File: src/rtl/rcpa_pkg.sv
// shared types and constants for the reference-counted page allocator
`default_nettype none

package rcpa_pkg;

  localparam int FUP_W    = 12;
  localparam int CFG_AW   = 3;
  localparam int CFG_DW   = 32;
  localparam int STATUS_W = 3;
  localparam int ALLOC_W  = 24;
  localparam int COUNT_W  = 8;
  localparam int ADDR_W   = 32;

  localparam logic [0:0] REG_FIRST_USABLE = 1'b0;

  typedef enum logic [1:0] {
    OP_ALLOC  = 2'd0,
    OP_FREE   = 2'd1,
    OP_ADDREF = 2'd2,
    OP_QUERY  = 2'd3
  } opcode_t;

  typedef enum logic [STATUS_W-1:0] {
    ST_OK       = 3'd0,
    ST_NOMEM    = 3'd1,
    ST_BADADDR  = 3'd2,
    ST_UNREF    = 3'd3,
    ST_REFD     = 3'd4,
    ST_OVERFLOW = 3'd5
  } status_t;

endpackage

`default_nettype wire

File: src/rtl/rcpa_apb.sv
// apb register block holding the first usable page index
`default_nettype none

module rcpa_apb
  import rcpa_pkg::*;
(
  input  wire logic              clk,
  input  wire logic              rst_n,
  input  wire logic              psel,
  input  wire logic              penable,
  input  wire logic              pwrite,
  input  wire logic [CFG_AW-1:0] paddr,
  input  wire logic [CFG_DW-1:0] pwdata,
  output logic      [CFG_DW-1:0] prdata,
  output logic                   pready,
  output logic      [FUP_W-1:0]  first_usable
);

  logic [FUP_W-1:0] first_r;
  logic [FUP_W-1:0] first_nxt;
  logic             sel_first;

  assign sel_first = (paddr[CFG_AW-1:2] == REG_FIRST_USABLE);

  always_comb begin
    first_nxt = first_r;
    if (psel && penable && pwrite && sel_first) begin
      first_nxt = pwdata[FUP_W-1:0];
    end
  end

  always_ff @(posedge clk) begin
    if (!rst_n) begin
      first_r <= '0;
    end else begin
      first_r <= first_nxt;
    end
  end

  assign prdata       = sel_first ? CFG_DW'(first_r) : '0;
  assign pready       = 1'b1;
  assign first_usable = first_r;

endmodule

`default_nettype wire

File: config.mk
export PLATFORM = sky130hd
export DESIGN_NAME = rcpa_apb
export DESIGN_NICKNAME = d
export VERILOG_FILES = /design/src/rtl/rcpa_pkg.sv /design/src/rtl/rcpa_apb.sv
export SDC_FILE = /design/constraint.sdc
export NUM_CORES = 1
export LEC_CHECK = 0
export BUFFER_PORTS_ARGS = -buffer_cell sky130_fd_sc_hd__buf_4
export CAP_MARGIN = 5
export CORE_MARGIN = 5
export CORE_UTILIZATION = 30
export CTS_CLUSTER_DIAMETER = 120
export DETAILED_ROUTE_END_ITERATION = 12
export PLACE_DENSITY_LB_ADDON = 0.15
export SYNTH_ARGS = -nofsm -noshare
export SYNTH_HDL_FRONTEND = slang
export SYNTH_SLANG_ARGS = --single-unit
File: constraint.sdc
create_clock -name clk -period 0.8 [get_ports clk]
set_input_delay 0.08 -clock clk [delete_from_list [all_inputs] [get_ports clk]]
set_output_delay 0.08 -clock clk [all_outputs]
set_load 0.1 [all_outputs]
* Yosys cells after proc, flatten, opt, wreduce, memory -nomap -nowiden *
Cells that the tools add are included.

operators by class
  equal/unequal tests = 0
  bitwise gates (word level) = 1
  muxes and demuxes = 1
  add/subtract/negate cells = 0
  multipliers = 0
  order comparisons = 0
  divide/modulo/power cells = 0
  reduce and logical (&&, ||, !) cells = 3
  shift operators = 0

operators with widths
  operator            number
  two-way mux 12 bit  1
  logical AND 1 bit   3
  NOT 1 bit           1

word-level totals
  register bits = 12
  output and inout bits = 45
  bits in read-only memories = 0
  word-level logic and storage cells = 6
  latch bits = 0
  bits of input ports = 40
  memories = 0
  RAM bits = 0

* Logic depth before layout (Yosys ltp) *
Gate-level depths: netlist of run 1.

  depth in word-level cells = 3
  depth in mapped cells = 4
  gate-level depth less buffers = 2

* Worst setup path after synthesis of run 1 *
OpenSTA, ideal clock, no wires.

  path type = reg2out
  start point = reg first_r[0] (netlist: first_usable[0])
  end point = out prdata[0]
  setup slack = -1.671 ns
  buffers on the path = 0
  cell stages (with the launch flop) = 2
  required time = 0.720 ns
  arrival = 2.391 ns
  cell sequence = dfxtp_1 > nor2b_1

between the ends
  word-level cells in the longest chain between the ends = 1

RTL lines
  item                    line            RTL
  from (decl)             rcpa_apb.sv:19  logic [FUP_W-1:0] first_r;
  from (signal assigned)  rcpa_apb.sv:36  first_r <= first_nxt;
  two-way mux 12 bit      rcpa_apb.sv:40  assign prdata = sel_first ? CFG_DW'(first_r) : '0;
  to (decl)               rcpa_apb.sv:14  output logic [CFG_DW-1:0] prdata,

Every way passes these cells.

* Final worst setup path of run 1 *
  start point = reg first_r[4] (netlist: first_usable[4])
  end point = out prdata[4]

Same word-level chain as after synthesis.

==> reports/qor.txt, run 1 <==
outcome: finished with violations
failing checks: setup timing
Final Cell Area: 0.00156 mm^2
Worst Setup End Kind: output pin
drt wl/cell: 12.3 um
ant diodes: 0
final worst slack: -260 ps
remaining global-route overflow: 0
Top Ports: 85
Skew-Pair Late Insertion Delay: 270 ps
post-synthesis sequential area ratio: 0.324
clock-pin slew on the worst setup and hold paths: 80 ps
largest net degree at the start of global routing: 25
routed vias: 692
DRT Pass-1 Iters: 5
initial antenna violation count: 0
first-pass GRT wire length: 3070 um
residual DRC count: 0
maximum VDD drop: 1.03 mV
Startpoint Class: register
final net count: 182
die height: 59.7 um
IO buf count: 41
Post-DP HPWL: 1490 um
final setup vio count: 24
CP Max Fanout: 2
mapped cell area: 742 um^2
layout cells sized above 1: 0.589
critical path cell sequence: nor2b_4 > buf_12
CP max stage delay: 350 ps
initial core utilization: 0.308
GPL Wtd Cong: 0.625
total power: 1.84 mW
FMAX: 943 MHz
Mapped Avg Cell Area: 8.34 um^2
most common cell after layout, fill and taps aside: buf_12
Critical-path top delay cell: dfxtp_4
Clock Skews: 0 ps
reg2reg setup slack: 40 ps
CTS tree: done
Worst EP arrival: 980 ps
clk buf depth: 2
Final Hold Vio Count: 0
die area: 0.00357 mm^2
Tmin final: 1060 ps
P_leak: 0.656 nW
Synth warnings: 0
post-synth cell types: 12
max-cap check violation count: 0
final worst path period share: 1.33
htree depth: 1
WS Path Type: reg2out
worst hold path class: in2reg
Final ANT Viol Nets: 0
vias per cell: 4.05
Site Rows: 18
clk sinks: 12
#FFs+latches synth: 12
Synth Instances: 89
setup TNS: -4720 ps
post-place instance area: 0.00114 mm^2
gr usage total: 0.118
DRT Wirelength: 2100 um
CTS root buf: clkbuf_4
most frequent cells in the layout: buf_12 (24), nand2_1 (23), conb_1 (21), buf_4 (20)
Hold Slack: 47.4 ps
total CTS buffers: 3
vias in the first global route: 621
Setup WS pre-CTS: -152 ps
Pwr Density: 1180 mW/mm^2
WP data required: 720 ps
max reg flops: 12
Core Box Area: 0.00241 mm^2
Die X: 59.7 um
area grow syn2layout: 111%
initial DRC count: 8
RSZ-0062 raised after global routing: true
Max Slew Vio Count: 0
[power breakdown]
part | leakage (nW) | switching [mW] | internal [mW]
registers | 0.107 | 0.0107 | 0.579
clock network | 0.0154 | 0.202 | 0.181
logic | 0.534 | 0.678 | 0.193
total | 0.656 | 0.890 | 0.953
[synth_stat cells]
cell type,instances,area [um^2]
and4b_1,1,10.0
nand2_1,24,90.1
and2b_1,2,15.0
dfxtp_1,12,240
buf_2,1,5.00
buf_6,1,11.3
conb_1,2,7.51
mux2i_1,12,120
clkbuf_1,2,7.51
nor2b_1,10,62.6
buf_4,21,158
buf_8,1,15.0
[final timing paths]
path | start | endpoint | cells after the start
worst max-delay path | first_usable[4]$_SDFFE_PN0P_ | prdata[4] | 2
worst min-delay path | pwdata[3] | first_usable[3]$_SDFFE_PN0P_ | 3
worst min register to register | first_usable[10]$_SDFFE_PN0P_ | first_usable[10]$_SDFFE_PN0P_ | 2
worst max register to register | first_usable[2]$_SDFFE_PN0P_ | first_usable[2]$_SDFFE_PN0P_ | 4
[critical path, delay by kind of cell (launching register included)]
kind	cells	cell delay, ps
buf+inv	1	180
flops	1	350
simple gates	1	170
[layout make-up]
class	instances	area, um^2
Sequential cell	12	285
Timing Repair Buffer	55	754
Clock buffer	3	22.5
Multi-Input combinational cell	70	459
Clock inverter	1	3.75
Fill cell	193	847
Tap cell	30	37.5
[routing by layer]
layer  vias to the layer above  routed length [um]  GRT usage
li1                        339                   -          -
met1                       321                 700      0.125
met2                        30                1220      0.211
met3                         2                 163     0.0475
met4                         0                  22     0.0380
met5                         -                   0          0
[cell families (layout without fill, tap and decap cells)]
family / Yosys count / count (layout) / synth area share
and+or+nand+nor: 37 / 37 / 0.239
buffers and inverters: 26 / 59 / 0.265
muxes: 12 / 12 / 0.162
DFF: 12 / 12 / 0.324
other: 2 / 21 / 0.0101
[repair_timing]
action | CTS | global route
endpoints found under the setup margin | 24 | 25
hold buffers | 0 | 0
resized for setup | 71 | 10
setup buffers | 6 | 2
[stage by stage]
step / utilization / instances
after global routing: 0.648 / 171
after global placement: 0.475 / 159
after floorplan: - / 108
after CTS: 0.626 / 169
final: 0.648 / 171
after detailed placement: 0.475 / 159
Note: power is estimated with default switching activity, not from simulation.
==> run 2: changes to the inputs <==
ABC_AREA = 1   (was not set)
CAP_MARGIN = 30   (was 5)
CORE_ASPECT_RATIO = 0.5   (was not set)
CORE_UTILIZATION = 31   (was 30)
==> reports/qor.txt, run 2 <==
vias per cell: 3.89 (-3.8%)
switching power: 1.07 mW (+21%)
clk buf depth: 2 (unchanged)
layout cells sized above 1: 0.528 (-0.0609)
GPL Wtd Cong: 0.672 (+7.6%)
Final ANT Viol Nets: 0 (unchanged)
Site Rows: 13 (-5)
initial antenna violation count: 0 (unchanged)
mapped cell area: 810 um^2 (+9.1%)
CP Max Fanout: 3 (+1)
critical path cell sequence: inv_2 > nor2_4 > buf_12
most frequent cells in the layout: nor2_1 (24), buf_12 (23), conb_1 (21), buf_4 (20), inv_1 (14)
ant diodes: 0 (unchanged)
FMAX: 988 MHz (+4.8%)
Worst Setup End Kind: output pin
total CTS buffers: 3 (unchanged)
Synth warnings: 0 (unchanged)
final setup vio count: 24 (unchanged)
Clock Skews: 0 ps (unchanged)
die height: 46.1 um (-23%)
Max Slew Vio Count: 0 (unchanged)
outcome: finished with violations
area grow syn2layout: 102%
routed vias: 845 (+22%)
DRT Pass-1 Iters: 4 (-1)
residual DRC count: 0 (unchanged)
Final Hold Vio Count: 0 (unchanged)
drt wl/cell: 10.6 um (-14%)
clock-pin slew on the worst setup and hold paths: 50 ps (-30 ps)
Post-DP HPWL: 1600 um (+7.3%)
setup TNS: -3670 ps (+1060 ps)
final std cells w/o fill: 217 (+27%)
P_leak: 0.755 nW (+15%)
final worst path period share: 1.26 (-0.0602)
Core Box Area: 0.00254 mm^2 (+5.3%)
first-pass GRT wire length: 3550 um (+16%)
IO buf count: 41 (unchanged)
Synth Instances: 131 (+47%)
maximum VDD drop: 0.651 mV (-37%)
initial DRC count: 16 (+8)
Top delay family on crit path: flip-flops
Net Sw Frac: 0.473 (-0.0101)
Post-synth EDFFs: 0 (unchanged)
Pwr Density: 1390 mW/mm^2 (+18%)
remaining global-route overflow: 0 (unchanged)
Post-synth top cells: nor2_1 (36), inv_1 (26), buf_4 (23)
Clock Power Share: 0.245 (+0.037)
final net count: 221 (+21%)
main area contributors after synthesis: dfxtp_1 (30%), buf_4 (21%), nor2_1 (17%)
post-synthesis sequential area ratio: 0.297 (-0.0270)
DRT Wirelength: 2290 um (+9.1%)
Skew-Pair Late Insertion Delay: 240 ps (-30 ps)
RSZ-0062 raised after global routing: true
post-synth top area share: 0.297 (-0.0270)
Die X: 82.3 um (+38%)
final worst slack: -212 ps (+48.2 ps)
initial core utilization: 0.319 (+0.0111)
logic gate share of total power: 0.483 (+0.010)
Yosys top cell by area: dfxtp_1
Worst EP arrival: 930 ps (-50 ps)
failing checks: setup timing
top_reg_cell synth: dfxtp_1
max reg flops: 12 (unchanged)
design internal power: 1.20 mW (+26%)
Tmin final: 1010 ps (-48.2 ps)
worst hold path class: in2reg
CTS tree: done
share of power burned in registers: 0.272 (-0.048)
htree depth: 1 (unchanged)
most common cell in the netlist: nor2_1
Startpoint Class: register
Critical-path top delay cell: dfxtp_4
gr usage total: 0.127 (+0.00876)
vias in the first global route: 792 (+28%)
largest net degree at the start of global routing: 13 (-48%)
die area: 0.00380 mm^2 (+6.4%)
Top Ports: 85 (unchanged)
most common cell after layout, fill and taps aside: nor2_1
CP max stage delay: 360 ps (about the same)
FFs w/ async S/R, synth: 0 (unchanged)
#FFs+latches synth: 12 (unchanged)
WS Path Type: reg2out
clk sinks: 12 (unchanged)
post-synth cell types: 14 (+2)
fill cell count: 207 (+7.3%)
Mapped Avg Cell Area: 6.18 um^2 (-26%)
Worst Path Buf+Inv: 2 (+1)
placed insts: 207 (+30%)
max-cap check violation count: 0 (unchanged)
CTS root buf: clkbuf_8
WP data required: 720 ps (about the same)
-- run 2: power by group through the flow --
stage	clock network, mW	logic (mW)	registers (mW)
CTS	0.568	1.06	0.616
global route	0.608	1.14	0.622
detailed placement	0	0.987	0.626
floorplan	0	0.743	0.776
global placement	0	0.985	0.625
finish	0.557	1.10	0.618
-- run 2: layer usage --
metal / GRT usage / up-vias / part of all wire
met2: 0.237 / 36 / 0.53
met5: 0 / - / 0
met3: 0.0449 / 2 / 0.080
li1: - / 430 / -
met1: 0.140 / 377 / 0.38
met4: 0.0298 / 0 / 0.0083
-- run 2: final timing paths --
| path | start | cells past startpoint | slack (ps) | end |
|---|---|---|---|---|
| hold / removal | rst_n | 3 | 130 | first_usable[0]$_SDFFE_PN0P_ |
| hold reg to reg | first_usable[3]$_SDFFE_PN0P_ | 2 | 510 | first_usable[3]$_SDFFE_PN0P_ |
| setup / recovery | first_usable[9]$_SDFFE_PN0P_ | 3 | -210 | prdata[9] |
| setup reg to reg | first_usable[0]$_SDFFE_PN0P_ | 3 | 80 | first_usable[0]$_SDFFE_PN0P_ |
-- run 2: worst reg2reg max path: cells and delay by family (launching register included) --
family / cells / cell delay [ps]
buffers and inverters: 1 / 120
flip-flops: 1 / 350
AND/OR/NAND/NOR: 2 / 150
-- run 2: cell type report --
cell class                      count  area [um^2]  share of cell area
Multi-Input combinational cell     85          437               0.267
Clock inverter                      1         3.75             0.00229
Tap cell                           37         46.3              0.0283
Inverter                           27          101              0.0619
Timing Repair Buffer               52          723               0.442
Clock buffer                        3         41.3              0.0252
Sequential cell                    12          285               0.174
-- run 2: kinds of logic (layout without fill, tap and decap cells) --
family,after synthesis,in the layout,synth area share
flops,12,12,0.297
simple gates,64,64,0.331
other cells,2,21,0.00928
buf+inv,53,83,0.363
-- run 2: through the flow --
stage	cell area [um^2]	setup slack [ps]	utilization	total power, mW	hold WS, ps
CTS	1560	-193	0.615	2.25	128
finish	1640	-212	0.645	2.27	131
detailed placement	1250	-98.6	0.494	1.61	382
global route	1640	-240	0.645	2.37	139
global placement	1250	-82.7	0.494	1.61	378
floorplan	1020	-379	-	1.52	191
-- run 2: timing repair --
item | 4_1_cts | 5_1_grt
hold buffers | 0 | 0
endpoints found under the setup margin | 24 | 24
gates resized for setup | 57 | 15
setup buffers | 4 | 2
pin swaps | 12 | 2
